<file path="src/design/sbh_pkg.sv">
// ----------------------------------------------------------------------------
// sbh_pkg
// Types and constants shared by the controller and datapath of the hash core.
// ----------------------------------------------------------------------------
`default_nettype none

package sbh_pkg;

    localparam int BYTE_W     = 8;
    localparam int HASH_W     = 24;
    localparam int IDX_W      = 16;
    localparam int STEP_SHIFT = 12;
    localparam int FOLD_SHIFT = 24;
    localparam int DIV_STEPS  = HASH_W;
    localparam int CNT_W      = $clog2(DIV_STEPS);

    localparam logic [IDX_W-1:0] TABLE_SIZE_RST = 16'd127;

    // Controller states
    typedef enum logic [1:0] {
        ST_RUN,
        ST_DIV,
        ST_DONE
    } state_t;

    // Commands from controller to datapath
    typedef struct packed {
        logic fold;
        logic start;
        logic step;
        logic load;
    } cmd_t;

    // Status from datapath to controller
    typedef struct packed {
        logic zero_byte;
        logic last_step;
    } status_t;

endpackage

`default_nettype wire

</file>
<file path="src/design/string_bucket_hash_core.sv">
// ----------------------------------------------------------------------------
// string_bucket_hash_core
// Byte-serial string hash with bucket index (hash modulo table size).
// ----------------------------------------------------------------------------
// Usage:
//   s_valid/s_ready/s_char_byte carries one name byte per beat. A nonzero
//   byte is folded into the 24-bit running hash as it is accepted, so
//   nonzero bytes stream at one per cycle while s_ready is high. A zero
//   byte ends the name: the hash is latched, the running hash clears, and
//   a one-bit-per-cycle restoring divider forms hash modulo table size.
//   m_valid/m_ready/m_bucket_index/m_raw_hash carries one result beat per
//   terminator. The result lands in the output register once the divide
//   is done and the register is free; s_ready stays low from the
//   terminator beat until that load.
//   If the receiver stalls, the result holds in the output register while
//   the next name streams in; the next terminator waits before loading.
//   cfg_wr_en/cfg_wr_data write the table size; write only while idle.
//   A table size of zero gives bucket index 0.
//   Reset (aresetn low, synchronous) clears the hash, drops m_valid and
//   sets the table size to 127.
// ----------------------------------------------------------------------------
`default_nettype none

module string_bucket_hash_core
    import sbh_pkg::*;
(
    input  wire logic              aclk,
    input  wire logic              aresetn,
    input  wire logic              cfg_wr_en,
    input  wire logic [IDX_W-1:0]  cfg_wr_data,
    input  wire logic              s_valid,
    output logic                   s_ready,
    input  wire logic [BYTE_W-1:0] s_char_byte,
    output logic                   m_valid,
    input  wire logic              m_ready,
    output logic [IDX_W-1:0]       m_bucket_index,
    output logic [HASH_W-1:0]      m_raw_hash
);

    cmd_t    cmd;
    status_t status;

    // Sequencer
    sbh_ctrl u_ctrl (
        .aclk    (aclk),
        .aresetn (aresetn),
        .s_valid (s_valid),
        .s_ready (s_ready),
        .m_valid (m_valid),
        .m_ready (m_ready),
        .status  (status),
        .cmd     (cmd)
    );

    // Hash, divider and output register
    sbh_datapath u_dp (
        .aclk           (aclk),
        .aresetn        (aresetn),
        .cfg_wr_en      (cfg_wr_en),
        .cfg_wr_data    (cfg_wr_data),
        .s_char_byte    (s_char_byte),
        .cmd            (cmd),
        .status         (status),
        .m_bucket_index (m_bucket_index),
        .m_raw_hash     (m_raw_hash)
    );

endmodule

`default_nettype wire

</file>
<file path="src/design/sbh_ctrl.sv">
// ----------------------------------------------------------------------------
// sbh_ctrl
// Sequencer: folds bytes, runs the bucket modulo on a terminator and hands
// the result to the output register.
// ----------------------------------------------------------------------------
`default_nettype none

module sbh_ctrl
    import sbh_pkg::*;
(
    input  wire logic    aclk,
    input  wire logic    aresetn,
    input  wire logic    s_valid,
    output logic         s_ready,
    output logic         m_valid,
    input  wire logic    m_ready,
    input  wire status_t status,
    output cmd_t         cmd
);

    state_t state_reg, state_next;
    logic   out_valid_reg, out_valid_next;
    logic   out_free;

    assign out_free = !out_valid_reg || m_ready;

    // Next state
    always_comb begin
        state_next = state_reg;
        unique case (state_reg)
            ST_RUN: begin
                if (s_valid && status.zero_byte) begin
                    state_next = ST_DIV;
                end
            end
            ST_DIV: begin
                if (status.last_step) begin
                    state_next = ST_DONE;
                end
            end
            ST_DONE: begin
                if (out_free) begin
                    state_next = ST_RUN;
                end
            end
            default: state_next = ST_RUN;
        endcase
    end

    // Outputs
    always_comb begin
        s_ready   = 1'b0;
        cmd.fold  = 1'b0;
        cmd.start = 1'b0;
        cmd.step  = 1'b0;
        cmd.load  = 1'b0;
        unique case (state_reg)
            ST_RUN: begin
                s_ready   = 1'b1;
                cmd.fold  = s_valid && !status.zero_byte;
                cmd.start = s_valid && status.zero_byte;
            end
            ST_DIV: begin
                cmd.step = 1'b1;
            end
            ST_DONE: begin
                cmd.load = out_free;
            end
            default: begin
                s_ready = 1'b0;
            end
        endcase
    end

    // Output beat valid: set on load, drop when taken
    always_comb begin
        out_valid_next = out_valid_reg;
        priority if (cmd.load) begin
            out_valid_next = 1'b1;
        end else if (m_ready) begin
            out_valid_next = 1'b0;
        end else begin
            out_valid_next = out_valid_reg;
        end
    end

    assign m_valid = out_valid_reg;

    always_ff @(posedge aclk) begin
        if (!aresetn) begin
            state_reg     <= ST_RUN;
            out_valid_reg <= 1'b0;
        end else begin
            state_reg     <= state_next;
            out_valid_reg <= out_valid_next;
        end
    end

endmodule

`default_nettype wire

</file>
<file path="src/design/sbh_datapath.sv">
// ----------------------------------------------------------------------------
// sbh_datapath
// Running hash, table size register, bit-serial restoring divider and
// output register.
// ----------------------------------------------------------------------------
`default_nettype none

module sbh_datapath
    import sbh_pkg::*;
(
    input  wire logic              aclk,
    input  wire logic              aresetn,
    input  wire logic              cfg_wr_en,
    input  wire logic [IDX_W-1:0]  cfg_wr_data,
    input  wire logic [BYTE_W-1:0] s_char_byte,
    input  wire cmd_t              cmd,
    output status_t                status,
    output logic [IDX_W-1:0]       m_bucket_index,
    output logic [HASH_W-1:0]      m_raw_hash
);

    localparam int SUM_W = HASH_W + BYTE_W;

    logic [IDX_W-1:0]  table_size_reg;
    logic [HASH_W-1:0] hash_reg, hash_next;
    logic [HASH_W-1:0] num_reg;
    logic [HASH_W-1:0] raw_hold_reg;
    logic [IDX_W-1:0]  rem_reg, rem_next;
    logic [IDX_W-1:0]  divisor_reg;
    logic [CNT_W-1:0]  cnt_reg;
    logic [IDX_W-1:0]  idx_out_reg;
    logic [HASH_W-1:0] raw_out_reg;

    logic [SUM_W-1:0]  shifted;
    logic [IDX_W:0]    trial;
    logic [IDX_W:0]    diff;

    // Fold one byte: shift by 12, add the byte, xor the top byte into the low bits
    always_comb begin
        shifted   = {hash_reg[SUM_W-STEP_SHIFT-1:0], {STEP_SHIFT{1'b0}}};
        shifted   = shifted | {{(SUM_W-BYTE_W){1'b0}}, s_char_byte};
        hash_next = shifted[HASH_W-1:0]
                  ^ {{(HASH_W-BYTE_W){1'b0}}, shifted[FOLD_SHIFT +: BYTE_W]};
    end

    // One restoring divide step
    always_comb begin
        trial = {rem_reg, num_reg[HASH_W-1]};
        diff  = trial - {1'b0, divisor_reg};
        if (trial >= {1'b0, divisor_reg}) begin
            rem_next = diff[IDX_W-1:0];
        end else begin
            rem_next = trial[IDX_W-1:0];
        end
    end

    assign status.zero_byte = (s_char_byte == '0);
    assign status.last_step = (cnt_reg == CNT_W'(DIV_STEPS - 1));

    // Configuration and running hash
    always_ff @(posedge aclk) begin
        if (!aresetn) begin
            table_size_reg <= TABLE_SIZE_RST;
            hash_reg       <= '0;
            cnt_reg        <= '0;
        end else begin
            if (cfg_wr_en) begin
                table_size_reg <= cfg_wr_data;
            end
            priority if (cmd.fold) begin
                hash_reg <= hash_next;
            end else if (cmd.start) begin
                hash_reg <= '0;
            end else begin
                hash_reg <= hash_reg;
            end
            priority if (cmd.start) begin
                cnt_reg <= '0;
            end else if (cmd.step) begin
                cnt_reg <= cnt_reg + 1'b1;
            end else begin
                cnt_reg <= cnt_reg;
            end
        end
    end

    // Divider and output payload
    always_ff @(posedge aclk) begin
        if (cmd.start) begin
            num_reg      <= hash_reg;
            raw_hold_reg <= hash_reg;
            divisor_reg  <= table_size_reg;
            rem_reg      <= '0;
        end else if (cmd.step) begin
            num_reg <= {num_reg[HASH_W-2:0], 1'b0};
            rem_reg <= rem_next;
        end
        if (cmd.load) begin
            raw_out_reg <= raw_hold_reg;
            idx_out_reg <= (divisor_reg == '0) ? '0 : rem_reg;
        end
    end

    assign m_bucket_index = idx_out_reg;
    assign m_raw_hash     = raw_out_reg;

endmodule

`default_nettype wire

</file>
<file path="config.mk">
export PLATFORM = sky130hd
export DESIGN_NAME = string_bucket_hash_core
export DESIGN_NICKNAME = d
export VERILOG_FILES = /design/src/design/sbh_pkg.sv /design/src/design/string_bucket_hash_core.sv /design/src/design/sbh_ctrl.sv /design/src/design/sbh_datapath.sv
export SDC_FILE = /design/constraint.sdc
export NUM_CORES = 1
export LEC_CHECK = 0
export BUFFER_PORTS_ARGS = -buffer_cell sky130_fd_sc_hd__buf_2
export CORE_MARGIN = 4
export CORE_UTILIZATION = 55
export CTS_BUF_LIST = sky130_fd_sc_hd__clkbuf_8
export CTS_CLUSTER_DIAMETER = 50
export DETAILED_ROUTE_END_ITERATION = 8
export PLACE_DENSITY_LB_ADDON = 0.12
export RECOVER_POWER = 50
export REMOVE_ABC_BUFFERS = 1
export SETUP_SLACK_MARGIN = 0.05
export SYNTH_ARGS = -nofsm -noshare
export SYNTH_HDL_FRONTEND = slang
export SYNTH_SLANG_ARGS = --single-unit
</file>
<file path="constraint.sdc">
create_clock -name aclk -period 3.6 [get_ports aclk]
set_input_delay 0.18 -clock aclk [delete_from_list [all_inputs] [get_ports aclk]]
set_output_delay 0.18 -clock aclk [all_outputs]
set_load 0.02 [all_outputs]
</file>
==> flow_summary.json, run 1 <==
{
  "dp_hpwl_mm": 8.92,
  "fin_crit_sh_pct": 76.7,
  "vdd_drop_max_uv": 252,
  "r2r-end": "u_dp.rem_reg[5]",
  "p_leak_nw": 2.76,
  "route.detailed.drc": 0,
  "cellPowerDensity_nw_per_um2": 513,
  "avgSynthCellArea_um2": 11.6,
  "tns_ns": 0,
  "drt_iter0_drc": 324,
  "yosysSeqAreaShare_pct": 59.7,
  "num_antenna_cells": 0,
  "critPathRequiredTime_ns": 3.92,
  "fin_skew_ns": 0.00707,
  "rows": 38,
  "totalWireLength_mm": 12.5,
  "use_met3_pct": 3.95,
  "grt_pass1_vias": 4051,
  "post_cts_buffers": 0,
  "min_to": "u_dp.table_size_reg[11]",
  "path_clk_slew_ns": 0.08,
  "io_pins": 71,
  "gp_congestion": 0.881,
  "r2r_start": "u_dp.divisor_reg[1]",
  "crit_chain": "inv_1 -> ha_1 -> nor2b_1 -> o31a_1 -> o221a_2 -> o211ai_2 -> a211oi_1 -> a311o_1",
  "syn2layout_area_growth_pct": 14.0,
  "hold_viol": 0,
  "wl_per_cell_um": 16.2,
  "vias_per_cell": 5.54,
  "cts-root-buf": "clkbuf_8",
  "fmax_mhz": 362,
  "die_area_um2": 13200,
  "dr.pass1.iters": 7,
  "most-common-layout-cells": "edfxtp_1, nand2_1, dfxtp_1",
  "hold_path_class": "in -> reg",
  "numPortBuffers": 62,
  "critPathMaxStageDelay_ns": 0.58,
  "post_dp_cell_area_um2": 6720,
  "holdPathStages": 3,
  "yosysUniqueCellTypes": 54,
  "fp.coreArea_um2": 11000,
  "cp.arrival_ns": 3.08,
  "drv_cap": 1,
  "rr_worst_depth": 8,
  "synthCells": 542,
  "grt_busiest_layer": "met1",
  "synth-edff-count": 88,
  "cts_buffers": 17,
  "antenna_found_initial": 0,
  "fin_util_pct": 65.1,
  "drive_above_1_share_pct": 11.7,
  "grt_max_degree": 49,
  "async_flop_share_pct": 0,
  "grtUsageTotal_pct": 20.0,
  "grt_overflow": 0,
  "tightest_slew_ns": 1.64,
  "status": "complete, but fails checks",
  "relSlewSlack_pct": -9.99,
  "dr_total_vias": 4265,
  "cts.sinks": 144,
  "worstSetupPathType": "reg -> reg",
  "ctsResizeCount": 0,
  "grtUsageMet1_pct": 31.4,
  "met2_usage_pct": 27.3,
  "synth-main-ff-cell": "edfxtp_1",
  "clockBufferDepth": 2,
  "violations": "capacitance limit, slew limit",
  "drtAntennaViolNets": 0,
  "cp_max_fo": 16,
  "cts_tree": "yes",
  "largest_reg_flops": 24,
  "synth-seq-cells": 144,
  "slew_viol_final": 33,
  "p_total_mw": 3.68,
  "final_common_cell": "edfxtp_1",
  "final_cell_area_um2": 7190,
  "finalCriticalPeriod_ns": 2.76,
  "ys.warnings.count": 0,
  "setup_viol": 0,
  "grt_pass1_wl_mm": 20.7,
  "r2r_slack_ns": 0.84,
  "rsz0062_at_grt": "false",
  "critPathSlowestCell": "o211ai_2",
  "clk-insertion-delay-late_ns": 0.43,
  "start_kind": "flip-flop",
  "cp-end-kind": "flip-flop",
  "final_nets": 664,
  "initial_core_util_pct": 57.1,
  "die_h_um": 115,
  "nFillCells": 906,
  "worstHoldStart": "cfg_wr_data[11]",
  "netlist_area_um2": 6300,
  "die_w_um": 115,
  "htreeDepth": 4
}
-- Yosys cell counts (2+ instances only) --
cell type / number / area share [%]
a211oi_1: 3 / 0.36
xor2_1: 18 / 2.5
nor2b_1: 29 / 2.9
o2111ai_1: 4 / 0.56
o21ai_0: 9 / 0.71
o22ai_1: 2 / 0.20
a21oi_1: 12 / 0.95
a21boi_1: 2 / 0.24
o211ai_1: 11 / 1.3
nor3_1: 4 / 0.32
buf_4: 8 / 0.95
mux2i_1: 16 / 2.5
inv_1: 20 / 1.2
dfxtp_1: 56 / 18
o21ai_4: 2 / 0.52
ha_1: 17 / 3.4
a21boi_0: 3 / 0.36
or4_1: 3 / 0.36
nor4_1: 4 / 0.40
xnor2_1: 5 / 0.69
a22oi_1: 16 / 1.9
nand4_1: 18 / 1.8
buf_2: 6 / 0.48
edfxtp_1: 88 / 42
clkbuf_1: 14 / 0.83
and3_1: 5 / 0.50
nand2b_1: 3 / 0.30
o21a_1: 4 / 0.48
a311o_1: 5 / 0.79
nand3_2: 2 / 0.32
nand3_1: 12 / 0.95
nand2_1: 73 / 4.3
and2_1: 30 / 3.0
a21o_1: 4 / 0.48
nor2_1: 15 / 0.89
-- layout make-up --
class,instances,area (um2),area share (%)
Sequential cell,144,3760,52.4
Tap cell,140,175,2.44
Clock inverter,15,184,2.56
Multi-Input combinational cell,355,2340,32.6
Inverter,21,78.8,1.10
Clock buffer,17,234,3.26
Timing Repair Buffer,78,407,5.66
-- worst max-delay path by stage --
stage	from	end	depth (start not counted)
finish	u_dp.divisor_reg[1]	u_dp.rem_reg[5]	8
global route	u_dp.divisor_reg[1]	u_dp.rem_reg[5]	8
global placement	u_dp.divisor_reg[1]	u_dp.rem_reg[7]	8
floorplan	u_ctrl.state_reg[1]	u_dp.num_reg[0]	5
CTS	u_dp.divisor_reg[1]	u_dp.rem_reg[5]	8
detailed placement	u_dp.divisor_reg[1]	u_dp.rem_reg[5]	8
-- repair_timing --
item / 4_1_cts / 5_1_grt
hold endpoints to repair: 10 / 0
setup endpoints to repair: 0 / 0
hold buffers: 10 / 0
-- cells by family after synthesis --
group                      share of synthesized area, %
and+or+nand+nor                                    16.5
DFF                                                59.7
AOI/OAI and AO/OA                                  10.7
buffers and inverters                              3.57
xor gates and xnor gates                           3.20
adders and majority gates                          3.69
muxes                                              2.54
other                                            0.0595
-- through the flow --
stage / setup WS (ns) / hold slack (ns) / instances
CTS: 0.840 / 0.00544 / 770
detailed placement: 0.862 / 0.404 / 728
global route: 0.671 / 0.0374 / 770
finish: 0.838 / 0.0179 / 770
floorplan: 0.0419 / 0.242 / 520
global placement: 0.958 / 0.398 / 728
-- report_power, final --
group          switching (mW)  total (mW)  internal, mW  leakage (nW)
registers              0.0676        1.87          1.80          1.24
clock network           0.639        1.33         0.695         0.208
logic                   0.275       0.477         0.202          1.31
-- per-layer routing --
metal	wire length, um	part of all wire, %
met1	6230	50
met2	5200	42
met3	864	6.9
met4	184	1.5
met5	0	0
-- critical path: cells and delay by family, from the launching register on --
family,cells,cell delay [ns]
flip-flops,1,0.39
buffers and inverters,1,0.14
AND/OR/NAND/NOR,1,0.15
adder cells (fa/ha/maj),1,0.26
AO/OA/AOI/OAI,5,1.71
No activity file was read; power rests on OpenSTA's default activity.
==> inputs of run 2 (changes only) <==
==> constraint.sdc (replaced) <==
create_clock -name aclk -period 2.4 [get_ports aclk]
set_input_delay 0.12 -clock aclk [delete_from_list [all_inputs] [get_ports aclk]]
set_output_delay 0.12 -clock aclk [all_outputs]
set_load 0.02 [all_outputs]
==> flow_summary.json, run 2 (synthesis gave the netlist of run 1 again) <==
{
  "status": "finished, final reports clean",
  "syn2layout_area_growth_pct": 22.7,
  "grt_max_degree": 49,
  "io_pins": 71,
  "fp.coreArea_um2": 11000,
  "wl_per_cell_um": 16.7,
  "clockBufferDepth": 2,
  "setup_viol": 0,
  "cellPowerDensity_nw_per_um2": 760,
  "tightest_slew_ns": 1.11,
  "grt_pass1_vias": 4241,
  "grt_pass1_wl_mm": 21.7,
  "start_kind": "flip-flop",
  "p_leak_nw": 3.01,
  "fin_skew_ns": 0.0121,
  "clk-insertion-delay-late_ns": 0.44,
  "cp.arrival_ns": 2.62,
  "die_w_um": 115,
  "relSlewSlack_pct": 25.4,
  "grt_overflow": 0,
  "hold_viol": 0,
  "htreeDepth": 4,
  "rsz0062_at_grt": "true",
  "cts_tree": "yes",
  "dp_hpwl_mm": 9.34,
  "critPathRequiredTime_ns": 2.72,
  "cp_max_fo": 8,
  "drt_iter0_drc": 251,
  "drtAntennaViolNets": 0,
  "vdd_drop_max_uv": 454,
  "cts.sinks": 144,
  "numPortBuffers": 62,
  "cp-end-kind": "flip-flop",
  "num_antenna_cells": 0,
  "tns_ns": 0,
  "vias_per_cell": 5.45,
  "dr_total_vias": 4421,
  "route.detailed.drc": 0,
  "fin_crit_sh_pct": 95.7,
  "slew_viol_final": 0,
  "final_nets": 705,
  "most-common-layout-cells": "edfxtp_1, nand2_1, dfxtp_1",
  "die_h_um": 115,
  "rows": 38,
  "initial_core_util_pct": 57.1,
  "path_clk_slew_ns": 0.09,
  "hold_path_class": "in -> reg",
  "finalCriticalPeriod_ns": 2.30,
  "cts-root-buf": "clkbuf_8",
  "dp_slack_ns": -0.0648,
  "nFillCells": 825,
  "antenna_found_initial": 0,
  "fin_util_pct": 70.1,
  "grtUsageTotal_pct": 21.2,
  "largest_reg_flops": 24,
  "drv_cap": 0,
  "dr.pass1.iters": 4,
  "totalWireLength_mm": 13.5,
  "worst_slack_ns": 0.103,
  "final_common_cell": "edfxtp_1",
  "die_area_um2": 13200,
  "gp_congestion": 0.854,
  "fmax_mhz": 435,
  "worstSetupPathType": "reg -> reg",
  "drive_above_1_share_pct": 19.5,
  "cts_buffers": 17
}
run 2: cell types whose count changed in the layout (fill, tap and decap cells not counted), sizes merged:
cell	delta
clkbuf	+1
bufinv	+1
inv	+1
dlygate4sd3	+6
buf	+34
clkinvlp	-2
run 2: final cells by class:
class                   count  area, um2  area share (%)
clock buffers              17        234            3.02
clock inverters            15        208            2.68
inverters                  21       78.8            1.02
multi-input cells         355       2510            32.4
flip-flops and latches    144       3760            48.6
well taps                 140        175            2.26
repair buffers            119        769            9.95
run 2: worst max-delay path: stages, from the launching register on:
cell	delay, ns
dfxtp_1	0.50
ha_4	0.26
nor2b_4	0.12
o31a_1	0.35
o221a_4	0.26
o211ai_4	0.19
buf_12	0.16
a2111oi_4	0.07
a311o_1	0.29
run 2: timing repair:
| item | CTS | global route |
|---|---|---|
| hold buffers | 16 | 0 |
| resized for setup | 8 | 25 |
| endpoints found under the setup margin | 10 | 14 |
| endpoints found under the hold margin | 16 | 0 |
| setup buffers | 1 | 4 |
| pin swaps | 2 | 16 |
run 2: path summary, 6_finish.rpt:
kind,start,endpoint,slack (ns),cells after the start
hold reg to reg,u_dp.raw_hold_reg[18],u_dp.m_raw_hash[18],0.42,0
setup / recovery,u_dp.rem_reg[0],u_dp.rem_reg[9],0.10,8
setup reg to reg,u_dp.rem_reg[0],u_dp.rem_reg[9],0.10,8
hold / removal,s_char_byte[2],u_dp.hash_reg[2],0.07,4
run 2: per-layer routing:
| metal | GRT usage, % | up-vias | part of all wire [%] |
|---|---|---|---|
| met2 | 30.2 | 137 | 44 |
| met3 | 4.16 | 22 | 7.8 |
| met5 | 0 | - | 0 |
| met1 | 32.2 | 2079 | 47 |
| met4 | 7.43 | 0 | 1.7 |
| li1 | - | 2183 | - |
run 2: per-stage QoR:
stage                     total power, mW  area [um2]  hold slack [ns]  cells
final                                5.88        7740           0.0716    811
after global routing                 6.13        7740           0.0750    811
after CTS                            5.82        7610           0.0468    807
after detailed placement             3.66        6970            0.345    758
after global placement               3.65        6970            0.336    758
after floorplan                      3.35        6180            0.182    520
run 2: report_power, final:
part	internal, mW	switching (mW)	total [mW]	leakage, nW
Clock	1.15	0.988	2.14	0.227
Combinational	0.441	0.482	0.923	1.54
Sequential	2.71	0.108	2.82	1.24
